$ cat config.mk
export PLATFORM = sky130hd
export DESIGN_NAME = length_prefixed_frame_checker_core
export DESIGN_NICKNAME = d
export VERILOG_FILES = /design/src/rtl/lpfc_pkg.sv /design/src/rtl/lpfc_crc_byte.sv /design/src/rtl/length_prefixed_frame_checker_core.sv
export SDC_FILE = /design/constraint.sdc
export NUM_CORES = 1
export LEC_CHECK = 0
export ABC_AREA = 1
export BUFFER_PORTS_ARGS = -buffer_cell sky130_fd_sc_hd__buf_2
export CORE_ASPECT_RATIO = 0.75
export CORE_MARGIN = 1
export CORE_UTILIZATION = 55
export DETAILED_ROUTE_END_ITERATION = 8
export PLACE_DENSITY = 0.77
export SKIP_LAST_GASP = 1
export SLEW_MARGIN = 20
export SYNTH_ARGS = -nofsm -noshare
export SYNTH_HDL_FRONTEND = slang
export SYNTH_HIERARCHICAL = 1
export SYNTH_SLANG_ARGS = --single-unit
$ cat constraint.sdc
create_clock -name clock -period 7.11 [get_ports clock]
set_input_delay 0.711 -clock clock [delete_from_list [all_inputs] [get_ports clock]]
set_output_delay 0.711 -clock clock [all_outputs]
set_load 0.05 [all_outputs]
$ cat src/rtl/lpfc_pkg.sv
// Package for the length-prefixed frame checker: widths, reset values,
// CRC constants, event codes and register indexes. No dependencies.
package lpfc_pkg;

   localparam int BYTE_WIDTH      = 8;
   localparam int LENGTH_WIDTH    = 16;
   localparam int CRC_WIDTH       = 16;
   localparam int POS_WIDTH       = 17;
   localparam int CSR_DATA_WIDTH  = 16;
   localparam int CSR_INDEX_WIDTH = 2;
   localparam int OUT_COUNT_WIDTH = 32;

   localparam logic [CRC_WIDTH-1:0] CRC_POLY = 16'h1021;
   localparam logic [CRC_WIDTH-1:0] CRC_TOP  = 16'h8000;

   localparam logic [BYTE_WIDTH-1:0]   START_MARKER_RESET = 8'd50;
   localparam logic [BYTE_WIDTH-1:0]   END_MARKER_RESET   = 8'd52;
   localparam logic [LENGTH_WIDTH-1:0] MIN_LENGTH_RESET   = 16'd14;
   localparam logic [LENGTH_WIDTH-1:0] MAX_LENGTH_RESET   = 16'd1500;

   typedef enum logic [1:0] {
      EVENT_GOOD        = 2'd0,
      EVENT_BAD         = 2'd1,
      EVENT_SIZE_REJECT = 2'd2
   } event_kind_type;

   typedef enum logic [CSR_INDEX_WIDTH-1:0] {
      CSR_START_MARKER = 2'd0,
      CSR_END_MARKER   = 2'd1,
      CSR_MIN_LENGTH   = 2'd2,
      CSR_MAX_LENGTH   = 2'd3
   } csr_index_type;

endpackage

$ cat src/rtl/lpfc_crc_byte.sv
// One-byte update of CRC-16 (polynomial 0x1021, MSB first, no reflection).
// Depends on lpfc_pkg for widths and the polynomial.
module lpfc_crc_byte
   import lpfc_pkg::*;
(
   input  logic [CRC_WIDTH-1:0]  crc_cur,
   input  logic [BYTE_WIDTH-1:0] data_byte,
   output logic [CRC_WIDTH-1:0]  crc_next
);

   always_comb begin
      logic [CRC_WIDTH-1:0] acc;
      acc = crc_cur ^ {data_byte, {(CRC_WIDTH-BYTE_WIDTH){1'b0}}};
      for (int i = 0; i < BYTE_WIDTH; i++) begin
         if ((acc & CRC_TOP) != '0) begin
            acc = (acc << 1) ^ CRC_POLY;
         end else begin
            acc = acc << 1;
         end
      end
      crc_next = acc;
   end

endmodule

$ cat src/rtl/length_prefixed_frame_checker_core.sv
// Length-prefixed frame checker, top level.
// Depends on lpfc_pkg and lpfc_crc_byte.
//
// Usage: received bytes enter one per request on the req_ channel. The block
// hunts for the start marker, reads a big-endian 16-bit size S, rejects sizes
// outside [min_length, max_length] and otherwise runs a CRC-16/XMODEM over
// positions 3 to S-2, compares it with the CRC carried at positions S-1 and S
// and checks the end marker at position S+1. Each finished or rejected frame
// yields one request on the rsp_ channel with the check results and the
// wrapping total, good and bad frame counters; other bytes yield nothing.
// An accepted byte waits in the input register until it is processed, and
// its result, if any, is then loaded into the result register. Throughput:
// one byte per cycle while rsp_ is not stalled, set by the combinational CRC
// byte update and size compares between the input and result registers.
// When the receiver stalls rsp_, the result register holds its request; the
// byte in the input register then waits and req_stall rises, so no result is
// lost. Reset is synchronous: it empties both registers, clears the frame state
// and counters, and loads the default marker and size registers. The user writes
// registers through csr_ only while the block is idle; the block does not enforce it.
module length_prefixed_frame_checker_core
   import lpfc_pkg::*;
#(
   parameter int COUNT_WIDTH = 32
) (
   input  logic                       clock,
   input  logic                       reset,
   // Configuration write port.
   input  logic                       csr_write_en,
   input  logic [CSR_INDEX_WIDTH-1:0] csr_index,
   input  logic [CSR_DATA_WIDTH-1:0]  csr_write_data,
   // Byte input channel.
   input  logic                       req_valid,
   output logic                       req_stall,
   input  logic [BYTE_WIDTH-1:0]      req_rx_byte,
   // Result channel.
   output logic                       rsp_valid,
   input  logic                       rsp_stall,
   output logic [1:0]                 rsp_event_kind,
   output logic [LENGTH_WIDTH-1:0]    rsp_frame_length,
   output logic [CRC_WIDTH-1:0]       rsp_computed_crc,
   output logic [CRC_WIDTH-1:0]       rsp_received_crc,
   output logic                       rsp_end_ok,
   output logic [OUT_COUNT_WIDTH-1:0] rsp_total_frames,
   output logic [OUT_COUNT_WIDTH-1:0] rsp_good_frames,
   output logic [OUT_COUNT_WIDTH-1:0] rsp_bad_frames
);

   // Counters are reported as their low 32 bits, zero-extended when narrower.
   localparam int EXT_WIDTH =
      (COUNT_WIDTH > OUT_COUNT_WIDTH) ? COUNT_WIDTH : OUT_COUNT_WIDTH;

   // Configuration registers.
   logic [BYTE_WIDTH-1:0]   start_marker_ff;
   logic [BYTE_WIDTH-1:0]   end_marker_ff;
   logic [LENGTH_WIDTH-1:0] min_length_ff;
   logic [LENGTH_WIDTH-1:0] max_length_ff;

   // Input register.
   logic                  in_valid_ff, in_valid_in;
   logic [BYTE_WIDTH-1:0] in_byte_ff;

   // Frame state.
   logic [POS_WIDTH-1:0]    position_ff, position_in;
   logic [LENGTH_WIDTH-1:0] length_ff, length_in;
   logic [CRC_WIDTH-1:0]    running_crc_ff, running_crc_in;
   logic [CRC_WIDTH-1:0]    frame_crc_ff, frame_crc_in;
   logic                    end_hit_ff, end_hit_in;
   logic [BYTE_WIDTH-1:0]   start_byte_ff, start_byte_in;
   logic [COUNT_WIDTH-1:0]  total_ff, total_in;
   logic [COUNT_WIDTH-1:0]  good_ff, good_in;
   logic [COUNT_WIDTH-1:0]  bad_ff, bad_in;

   // Result register.
   logic                       rsp_valid_ff, rsp_valid_in;
   event_kind_type             rsp_kind_ff, rsp_kind_in;
   logic [LENGTH_WIDTH-1:0]    rsp_length_ff, rsp_length_in;
   logic [CRC_WIDTH-1:0]       rsp_ccrc_ff, rsp_ccrc_in;
   logic [CRC_WIDTH-1:0]       rsp_rcrc_ff, rsp_rcrc_in;
   logic                       rsp_end_ok_ff, rsp_end_ok_in;
   logic [OUT_COUNT_WIDTH-1:0] rsp_total_ff, rsp_good_ff, rsp_bad_ff;
   logic [EXT_WIDTH-1:0]       total_ext, good_ext, bad_ext;

   // Handshake control.
   logic out_free;
   logic advance;
   logic req_accept;
   logic emit;
   logic emit_go;

   logic [CRC_WIDTH-1:0] crc_step;

   assign out_free   = !rsp_valid_ff || !rsp_stall;
   assign advance    = in_valid_ff && out_free;
   assign req_stall  = in_valid_ff && !advance;
   assign req_accept = req_valid && !req_stall;
   assign emit_go    = advance && emit;

   lpfc_crc_byte u_crc_byte (
      .crc_cur   (running_crc_ff),
      .data_byte (in_byte_ff),
      .crc_next  (crc_step)
   );

   // Frame tracking: one byte per pass, result fields computed alongside.
   always_comb begin
      logic [BYTE_WIDTH-1:0]   b;
      logic [LENGTH_WIDTH-1:0] len;
      logic [POS_WIDTH-1:0]    len_ext;
      logic                    complete;
      logic                    good;
      b        = in_byte_ff;
      len      = {length_ff[LENGTH_WIDTH-1:BYTE_WIDTH], in_byte_ff};
      len_ext  = {1'b0, length_ff};
      complete = 1'b0;
      good     = 1'b0;

      position_in    = position_ff;
      length_in      = length_ff;
      running_crc_in = running_crc_ff;
      frame_crc_in   = frame_crc_ff;
      end_hit_in     = end_hit_ff;
      start_byte_in  = start_byte_ff;
      total_in       = total_ff;
      good_in        = good_ff;
      bad_in         = bad_ff;

      emit          = 1'b0;
      rsp_kind_in   = EVENT_SIZE_REJECT;
      rsp_length_in = length_ff;
      rsp_ccrc_in   = '0;
      rsp_rcrc_in   = '0;
      rsp_end_ok_in = 1'b0;

      priority if (position_ff == POS_WIDTH'(0)) begin
         // Hunting: only the start marker opens a frame.
         if (b == start_marker_ff) begin
            start_byte_in  = b;
            position_in    = POS_WIDTH'(1);
            length_in      = '0;
            running_crc_in = '0;
            frame_crc_in   = '0;
            end_hit_in     = 1'b0;
         end
      end else if (position_ff == POS_WIDTH'(1)) begin
         length_in   = {b, {BYTE_WIDTH{1'b0}}};
         position_in = POS_WIDTH'(2);
      end else if (position_ff == POS_WIDTH'(2)) begin
         length_in = len;
         if (len < min_length_ff || len > max_length_ff) begin
            emit          = 1'b1;
            rsp_kind_in   = EVENT_SIZE_REJECT;
            rsp_length_in = len;
            position_in   = '0;
            length_in     = '0;
            start_byte_in = '0;
         end else begin
            // Tiny sizes place CRC or end checks on the header bytes.
            frame_crc_in = '0;
            end_hit_in   = 1'b0;
            unique case (len)
               LENGTH_WIDTH'(0): begin
                  frame_crc_in = {{BYTE_WIDTH{1'b0}}, start_byte_ff};
                  end_hit_in   = (length_ff[LENGTH_WIDTH-1:BYTE_WIDTH] == end_marker_ff);
               end
               LENGTH_WIDTH'(1): begin
                  frame_crc_in = {start_byte_ff, length_ff[LENGTH_WIDTH-1:BYTE_WIDTH]};
                  end_hit_in   = (b == end_marker_ff);
               end
               LENGTH_WIDTH'(2): begin
                  frame_crc_in = {length_ff[LENGTH_WIDTH-1:BYTE_WIDTH], b};
               end
               LENGTH_WIDTH'(3): begin
                  frame_crc_in = {b, {BYTE_WIDTH{1'b0}}};
               end
               default: begin
                  frame_crc_in = '0;
               end
            endcase
            position_in = POS_WIDTH'(3);
            complete    = (len <= LENGTH_WIDTH'(1));
         end
      end else begin
         // Body, CRC and end marker bytes.
         if (position_ff + POS_WIDTH'(2) <= len_ext) begin
            running_crc_in = crc_step;
         end
         if (position_ff + POS_WIDTH'(1) == len_ext) begin
            frame_crc_in[CRC_WIDTH-1:BYTE_WIDTH] = b;
         end
         if (position_ff == len_ext) begin
            frame_crc_in[BYTE_WIDTH-1:0] = b;
         end
         if (position_ff == len_ext + POS_WIDTH'(1)) begin
            end_hit_in = (b == end_marker_ff);
         end
         position_in = position_ff + POS_WIDTH'(1);
         complete    = (position_ff >= len_ext + POS_WIDTH'(1));
      end

      if (complete) begin
         good     = end_hit_in && (running_crc_in == frame_crc_in);
         total_in = total_ff + COUNT_WIDTH'(1);
         if (good) begin
            good_in = good_ff + COUNT_WIDTH'(1);
         end else begin
            bad_in = bad_ff + COUNT_WIDTH'(1);
         end
         emit          = 1'b1;
         rsp_kind_in   = good ? EVENT_GOOD : EVENT_BAD;
         rsp_length_in = length_in;
         rsp_ccrc_in   = running_crc_in;
         rsp_rcrc_in   = frame_crc_in;
         rsp_end_ok_in = end_hit_in;
         // Back to hunting with a clean frame context.
         position_in    = '0;
         length_in      = '0;
         running_crc_in = '0;
         frame_crc_in   = '0;
         end_hit_in     = 1'b0;
         start_byte_in  = '0;
      end
   end

   assign total_ext = EXT_WIDTH'(total_in);
   assign good_ext  = EXT_WIDTH'(good_in);
   assign bad_ext   = EXT_WIDTH'(bad_in);

   // The input register fills on accept and drains when the byte is processed.
   always_comb begin
      if (req_accept) begin
         in_valid_in = 1'b1;
      end else if (advance) begin
         in_valid_in = 1'b0;
      end else begin
         in_valid_in = in_valid_ff;
      end
   end

   // The result register loads on a new event and empties once taken.
   always_comb begin
      if (emit_go) begin
         rsp_valid_in = 1'b1;
      end else if (out_free) begin
         rsp_valid_in = 1'b0;
      end else begin
         rsp_valid_in = rsp_valid_ff;
      end
   end

   // Configuration registers.
   always_ff @(posedge clock) begin
      if (reset) begin
         start_marker_ff <= START_MARKER_RESET;
         end_marker_ff   <= END_MARKER_RESET;
         min_length_ff   <= MIN_LENGTH_RESET;
         max_length_ff   <= MAX_LENGTH_RESET;
      end else if (csr_write_en) begin
         unique case (csr_index_type'(csr_index))
            CSR_START_MARKER: start_marker_ff <= csr_write_data[BYTE_WIDTH-1:0];
            CSR_END_MARKER:   end_marker_ff   <= csr_write_data[BYTE_WIDTH-1:0];
            CSR_MIN_LENGTH:   min_length_ff   <= csr_write_data;
            CSR_MAX_LENGTH:   max_length_ff   <= csr_write_data;
            default:          start_marker_ff <= start_marker_ff;
         endcase
      end
   end

   // Input register.
   always_ff @(posedge clock) begin
      if (reset) begin
         in_valid_ff <= 1'b0;
      end else begin
         in_valid_ff <= in_valid_in;
      end
   end

   always_ff @(posedge clock) begin
      if (req_accept) begin
         in_byte_ff <= req_rx_byte;
      end
   end

   // Frame state and counters advance once per processed byte.
   always_ff @(posedge clock) begin
      if (reset) begin
         position_ff    <= '0;
         length_ff      <= '0;
         running_crc_ff <= '0;
         frame_crc_ff   <= '0;
         end_hit_ff     <= 1'b0;
         start_byte_ff  <= '0;
         total_ff       <= '0;
         good_ff        <= '0;
         bad_ff         <= '0;
      end else if (advance) begin
         position_ff    <= position_in;
         length_ff      <= length_in;
         running_crc_ff <= running_crc_in;
         frame_crc_ff   <= frame_crc_in;
         end_hit_ff     <= end_hit_in;
         start_byte_ff  <= start_byte_in;
         total_ff       <= total_in;
         good_ff        <= good_in;
         bad_ff         <= bad_in;
      end
   end

   // Result register.
   always_ff @(posedge clock) begin
      if (reset) begin
         rsp_valid_ff <= 1'b0;
      end else begin
         rsp_valid_ff <= rsp_valid_in;
      end
   end

   always_ff @(posedge clock) begin
      if (emit_go) begin
         rsp_kind_ff   <= rsp_kind_in;
         rsp_length_ff <= rsp_length_in;
         rsp_ccrc_ff   <= rsp_ccrc_in;
         rsp_rcrc_ff   <= rsp_rcrc_in;
         rsp_end_ok_ff <= rsp_end_ok_in;
         rsp_total_ff  <= total_ext[OUT_COUNT_WIDTH-1:0];
         rsp_good_ff   <= good_ext[OUT_COUNT_WIDTH-1:0];
         rsp_bad_ff    <= bad_ext[OUT_COUNT_WIDTH-1:0];
      end
   end

   assign rsp_valid        = rsp_valid_ff;
   assign rsp_event_kind   = rsp_kind_ff;
   assign rsp_frame_length = rsp_length_ff;
   assign rsp_computed_crc = rsp_ccrc_ff;
   assign rsp_received_crc = rsp_rcrc_ff;
   assign rsp_end_ok       = rsp_end_ok_ff;
   assign rsp_total_frames = rsp_total_ff;
   assign rsp_good_frames  = rsp_good_ff;
   assign rsp_bad_frames   = rsp_bad_ff;

endmodule

**Yosys cells after proc, flatten, opt, wreduce, memory -nomap -nowiden**

Index checks and enable logic that the tools add are counted.

- Register bits after elaboration: 375
- Latch bits: 0
- Memory bits (writable): 0
- ROM bits: 0
- Bits of input ports: 31
- Word-level logic and storage cells: 158
- Memories: 0

- $add $sub $neg: 6
- Multiply operators: 0
- Divide/modulo/power cells: 0
- $lt $le $gt $ge: 5
- Equality and inequality tests: 17
- Shift operators: 0
- Muxes and demuxes: 73
- Bitwise operators: 9
- Reduce and logical (&&, ||, !) cells: 24

Operators by type and width:

| kind | count |
|---|---|
| $mux 16 | 19 |
| $mux 32 | 5 |
| $mux 13 | 8 |
| $add 32x1->32 const B | 3 |
| $mux 8 | 12 |
| $mux 17 | 5 |
| $pmux 16 s4 | 1 |
| $eq 17x16->1 | 2 |
| $eq 16x2->1 const B | 2 |
| $eq 8x8->1 | 3 |
| $not 3->3 | 8 |
| $mux 1 | 21 |
| $add 16x1->17 const B | 1 |
| $add 17x1->17 const B | 1 |
| $add 17x2->17 const B | 1 |
| $eq 17x1->1 const B | 1 |
| $eq 17x17->1 | 1 |
| $eq 17x2->1 const B | 1 |
| $ge 17x17->1 | 1 |
| $le 17x16->1 | 1 |
| $logic_not 17->1 | 1 |
| $eq 16x1->1 const B | 1 |
| $eq 16x16->1 | 1 |
| $gt 16x16->1 | 1 |
| other kinds (18) | 33 |

**Longest topological paths before layout**

- Depth after elaboration: 25
- Gate-level depth with buffers: 36
- Gate-level depth less buffers: 33

**Modules after synthesis**

The synthesis kept the hierarchy.

By module, submodules not included:

| module | instances | cells an instance | area an instance (sq um) | sequential area each (sq um) |
|---|---|---|---|---|
| length_prefixed_frame_checker_core | 1 | 2884 | 21344.2 | 9058.7 |
| lpfc_crc_byte | 1 | 115 | 491.7 | 0.0 |

**Worst setup path before layout**

Ideal clock, no wire load.

- Path kind: register to register
- Start point: reg length_ff[2]
- End point: reg rsp_bad_ff[0], in the netlist rsp_bad_frames[0] (enable)
- Arrival: 6.448 ns
- Data required time: 6.610 ns
- Setup slack: 0.162 ns
- Stages on the path, launching flop included: 21
- Path buffers: 1
- Path through: dfxtp_1 > clkinv_1 > nor3_1 > nand3_1 > nor3_1 > nand3_1 > nor2_1 > nand4_1 > xor2_1 > ha_1 > nand2_1 > nor4_1 > nand4_1 > nand4_1 > nand3_1 > nor2_1 > clkinv_1 > clkbuf_1 > nand2_1 > nand2_1 > inv_1

- Word-level cells in the longest chain between the ends: 7

Ends and longest elaborated chain:

| item | line | source |
|---|---|---|
| from (decl) | length_prefixed_frame_checker_core.sv:64 | `logic [LENGTH_WIDTH-1:0] length_ff, length_in;` |
| from (signal assigned) | length_prefixed_frame_checker_core.sv:297 | `length_ff <= length_in;` |
| $add 16x1->17 | length_prefixed_frame_checker_core.sv:197 | `complete = (position_ff >= len_ext + POS_WIDTH'(1));` |
| $ge 17x17->1 | length_prefixed_frame_checker_core.sv:197 |  |
| $mux 1 | length_prefixed_frame_checker_core.sv:147 | `end else if (position_ff == POS_WIDTH'(2)) begin` |
| $mux 1 | length_prefixed_frame_checker_core.sv:144 | `end else if (position_ff == POS_WIDTH'(1)) begin` |
| $mux 1 | length_prefixed_frame_checker_core.sv:134 | `priority if (position_ff == POS_WIDTH'(0)) begin` |
| $mux 1 | length_prefixed_frame_checker_core.sv:200 | `if (complete) begin` |
| $logic_and 1x1->1 | length_prefixed_frame_checker_core.sv:96 | `assign emit_go = advance && emit;` |
| net emit_go | length_prefixed_frame_checker_core.sv:88 | `logic emit_go;` |
| to (signal assigned) | length_prefixed_frame_checker_core.sv:326 | `rsp_bad_ff <= bad_ext[OUT_COUNT_WIDTH-1:0];` |
| to (decl) | length_prefixed_frame_checker_core.sv:80 | `logic [OUT_COUNT_WIDTH-1:0] rsp_total_ff, rsp_good_ff, rsp_bad_ff;` |

The timed path passes the listed nets, and every way through them passes these cells.
A chain may end at the register's enable or synchronous reset.

**Final worst setup path**

- Start point: reg position_ff[16]
- End point: reg bad_ff[14]

- Word-level cells in the longest chain between the ends: 10
- Elaborated cells on any way between the ends: 30

Ends and longest elaborated chain:

| item | line | source |
|---|---|---|
| from (decl) | length_prefixed_frame_checker_core.sv:63 | `logic [POS_WIDTH-1:0] position_ff, position_in;` |
| from (signal assigned) | length_prefixed_frame_checker_core.sv:296 | `position_ff <= position_in;` |
| $add 17x2->17 or $add 17x1->17 (tied branches) | length_prefixed_frame_checker_core.sv:184, length_prefixed_frame_checker_core.sv:187 |  |
| $le 17x16->1 or $eq 17x16->1 (tied branches) | length_prefixed_frame_checker_core.sv:184, length_prefixed_frame_checker_core.sv:187 |  |
| $mux 16 or $mux 8 (tied branches) | length_prefixed_frame_checker_core.sv:184, length_prefixed_frame_checker_core.sv:187 |  |
| $mux 16 | length_prefixed_frame_checker_core.sv:147 |  |
| $mux 16 | length_prefixed_frame_checker_core.sv:144 |  |
| $mux 16 | length_prefixed_frame_checker_core.sv:134 |  |
| $eq 16x16->1 | length_prefixed_frame_checker_core.sv:201 | `good = end_hit_in && (running_crc_in == frame_crc_in);` |
| $logic_and 1x1->1 | length_prefixed_frame_checker_core.sv:201 |  |
| $mux 32 | length_prefixed_frame_checker_core.sv:203 | `if (good) begin` |
| $mux 32 (*) | length_prefixed_frame_checker_core.sv:200 |  |
| to (signal assigned) | length_prefixed_frame_checker_core.sv:304 | `bad_ff <= bad_in;` |
| to (decl) | length_prefixed_frame_checker_core.sv:71 | `logic [COUNT_WIDTH-1:0] bad_ff, bad_in;` |

Mark *: on every way between the ends. The rest lies on a longest branch, timed or not.

==> impl_metrics.env <==
export IMPL_status="completed"
export IMPL_synth_largest_area_cell="edfxtp_1"
export IMPL_hold_depth=1
export IMPL_yosysMostFrequentCell="nand2_1"
export IMPL_leakage_nw=10.74
export IMPL_top_usage_layer="met1"
export IMPL_clockRootBuffer="clkbuf_16"
export IMPL_async_flop_share_pct=0
export IMPL_antenna_found_initial=1
export IMPL_drtIter0Drc=2418
export IMPL_worst_pin_slew_ns=1.105
export IMPL_routedWlPerCell_um=18.04
export IMPL_met2_usage_pct=46.98
export IMPL_yosysWarningCount=6
export IMPL_min_to="in_byte_ff[5]"
export IMPL_end_kind="register"
export IMPL_start_util_pct=56.41
export IMPL_io_pins=180
export IMPL_synth_top_area_share_pct=21.32
export IMPL_hold_buffers=0
export IMPL_synth_cell_types=53
export IMPL_dr_pass1_iters=6
export IMPL_path_cells="clkinv_1, nand4_1, nor4_2, nand2_1, nor2_2, inv_2, nor2_2, nor2_1, inv_2, nand2_1, nand2_1, inv_1, nand2_1, nand2_1, nor2_1, nand2_1, nor2_4, nand3_2, buf_4, nand4_1, nand3_1, nand2_1, inv_1"
export IMPL_reg2reg_depth=23
export IMPL_grt_pass1_vias=18779
export IMPL_cpMostUsedCell="nand2_1"
export IMPL_critPathKind="register to register"
export IMPL_cp_top_family="simple AND/OR/NAND/NOR gates"
export IMPL_dieArea_um2=40510
export IMPL_drv_cap=0
export IMPL_grt_remaining_overflow=0
export IMPL_postCtsSetupBuffers=0
export IMPL_synth_nets=3103
export IMPL_r2r_start="position_ff[16]"
export IMPL_synth_area_leaders="edfxtp_1 21%, dfxtp_1 20%, nand2_1 14%"
export IMPL_routed_via_density=5.701
export IMPL_p_per_area_nw_per_um2=200.0
export IMPL_drc=0
export IMPL_relSlewSlack_pct=26.34
export IMPL_synth_cells=2999
export IMPL_rsz0062_at_grt="no"
export IMPL_met1_usage_pct=47.48
export IMPL_grt_max_degree=94
export IMPL_holdWs_ns=0.3300
export IMPL_timing_rr_end="bad_ff[14]"
export IMPL_fin_util_pct=62.64
export IMPL_die_y_um=174.6
export IMPL_final_nets=3204
export IMPL_numPortBuffers=179
export IMPL_postRouteAntennaNets=0
export IMPL_drv_slew=0
export IMPL_syn_area_um2=21840
export IMPL_core_area_um2=38710
export IMPL_peakVddDrop_mv=0.1469
export IMPL_drt_wl_total_um=65740
export IMPL_hp_start="req_rx_byte[5]"
export IMPL_fin_crit_sh_pct=89.28
export IMPL_grt_use_met3_pct=6.873
export IMPL_cts_sinks=375
export IMPL_fmax_ghz=0.1575
export IMPL_syn_to_final_growth_pct=11.04
export IMPL_critPathLaunchType="register"
export IMPL_fin_skew_ns=0.02683
export IMPL_clk_latency_ns=0.56
export IMPL_clkTransAtPathRegs_ns=0.06
export IMPL_gp_congestion=0.9715
export IMPL_cts_buffer_depth=3
export IMPL_grtUsageTotal_pct=32.02
export IMPL_fp_row_count=62
export IMPL_cp_arrival_ns=6.79
export IMPL_avgSynthCellArea_um2=7.281
export IMPL_synth_edf_count=155
export IMPL_vias=20775
export IMPL_cp_num_buf_inv=6
export IMPL_crit_slowest_cell="nor2_2"
export IMPL_die_w_um=232.1
export IMPL_synth_ff_type="dfxtp_1"
export IMPL_reg2reg_slack_ns=0.76
export IMPL_htreeDepth=2
export IMPL_ys_ff_latch=375
export IMPL_cts_resized=0
export IMPL_synth_common_cells="792 x nand2_1, 405 x inv_1, 270 x nand3_1"
export IMPL_setup_tns_final_ns=0
export IMPL_worst_path_max_fanout=49
export IMPL_yosysSeqAreaShare_pct=41.49
export IMPL_cts_tree="yes"
export IMPL_fin_crit_ns=6.348
export IMPL_dp_hpwl_um=46130
export IMPL_cts_buffers=39
export IMPL_drive_gt1_share_pct=11.24
export IMPL_critical_path_max_stage_delay_ns=0.87
export IMPL_cp_required_ns=7.55
export IMPL_grt_pass1_wl_um=102800
export IMPL_min_path_type="primary input to register"
export IMPL_hold_viol=0
export IMPL_n_fill_cell=3357
export IMPL_power_w=0.004850
export IMPL_setup_slack_ns=0.7624
export IMPL_setup_viol_count_final=0
export IMPL_place_ws_ns=1.040
==> layout by cell type (no fill, tap or decap), types with 11 or more instances in the layout <==
master	count
a21oi_1	226
buf_2	178
buf_4	18
clkbuf_16	40
dfxtp_1	220
edfxtp_1	155
ha_1	73
inv_1	402
inv_2	16
nand2_1	791
nand2_2	22
nand3_1	270
nand3b_1	16
nand4_1	95
nor2_1	173
nor2_2	11
nor3_1	53
nor4_1	19
o21ai_0	123
xnor2_1	24
xor2_1	80
==> per-stage QoR <==
stage / instance area [um^2] / instances
global placement: 22910 / 3570
finish: 24250 / 3644
detailed placement: 22930 / 3571
global route: 24240 / 3643
CTS: 24240 / 3643
floorplan: 21840 / 2999
==> sequential cells by signal, summed over array words and instances (netlist names), 8 cells and up <==
name              cells
total_ff             32
running_crc_ff       16
frame_crc_ff         16
max_length_ff        16
rsp_frame_length     16
rsp_computed_crc     16
in_byte_ff            8
position_ff          17
length_ff            16
rsp_bad_frames       32
rsp_good_frames      32
rsp_received_crc     16
good_ff              32
bad_ff               32
end_marker_ff         8
start_marker_ff       8
min_length_ff        16
start_byte_ff         8
rsp_total_frames     32
==> logic make-up after synthesis <==
family / count (synthesis) / share of synthesized area [%]
AO/OA/AOI/OAI: 396 / 9.592
XOR/XNOR: 104 / 4.171
adder cells (fa/ha/maj): 73 / 4.183
buffers and inverters: 566 / 10.38
flip-flops: 375 / 41.49
AND/OR/NAND/NOR: 1485 / 30.19
==> area by class of cell <==
cell class	instances	area (um^2)	area share, %
timing repair buffer	199	1094	4.510
tap	512	640.6	2.642
multi-input combinational	2058	10530	43.44
antenna	1	2.502	0.01032
clock buffer	52	1126	4.644
clock inverter	20	183.9	0.7586
inverter	427	1608	6.631
sequential	375	9059	37.36
==> report_power, final <==
group	switching [W]	total, W	leakage (nW)	internal, W
clock	0.000903	0.00210	0.653	0.00120
sequential	0.0000595	0.00235	3.18	0.00229
combinational	0.000280	0.000399	6.91	0.000119
total	0.00124	0.00485	10.7	0.00361
==> how the worst max path moves through the flow <==
stage	from	endpoint	slack (ns)	cells after the start
6_report	position_ff[16]	bad_ff[14]	0.76	23
5_1_grt	position_ff[16]	bad_ff[17]	0.28	23
4_1_cts	position_ff[16]	bad_ff[14]	0.98	23
3_5_place_dp	position_ff[16]	bad_ff[14]	1.04	23
3_3_place_gp	position_ff[16]	bad_ff[18]	1.13	23
2_1_floorplan	length_ff[2]	rsp_bad_frames[0]	0.16	20
==> worst register-to-register path: cells and delay by family, from the launching register on <==
family | cells | cell delay, ns
AND/OR/NAND/NOR | 17 | 4.27
buffers and inverters | 6 | 1.58
flip-flops | 1 | 0.38
==> per-layer routing <==
layer | routed length (um) | vias to the layer above
li1 | - | 10010
met1 | 29760 | 9632
met2 | 27670 | 1011
met3 | 6835 | 122
met4 | 1469 | 0
met5 | 0 | -
(Power assumes the default switching activity.)
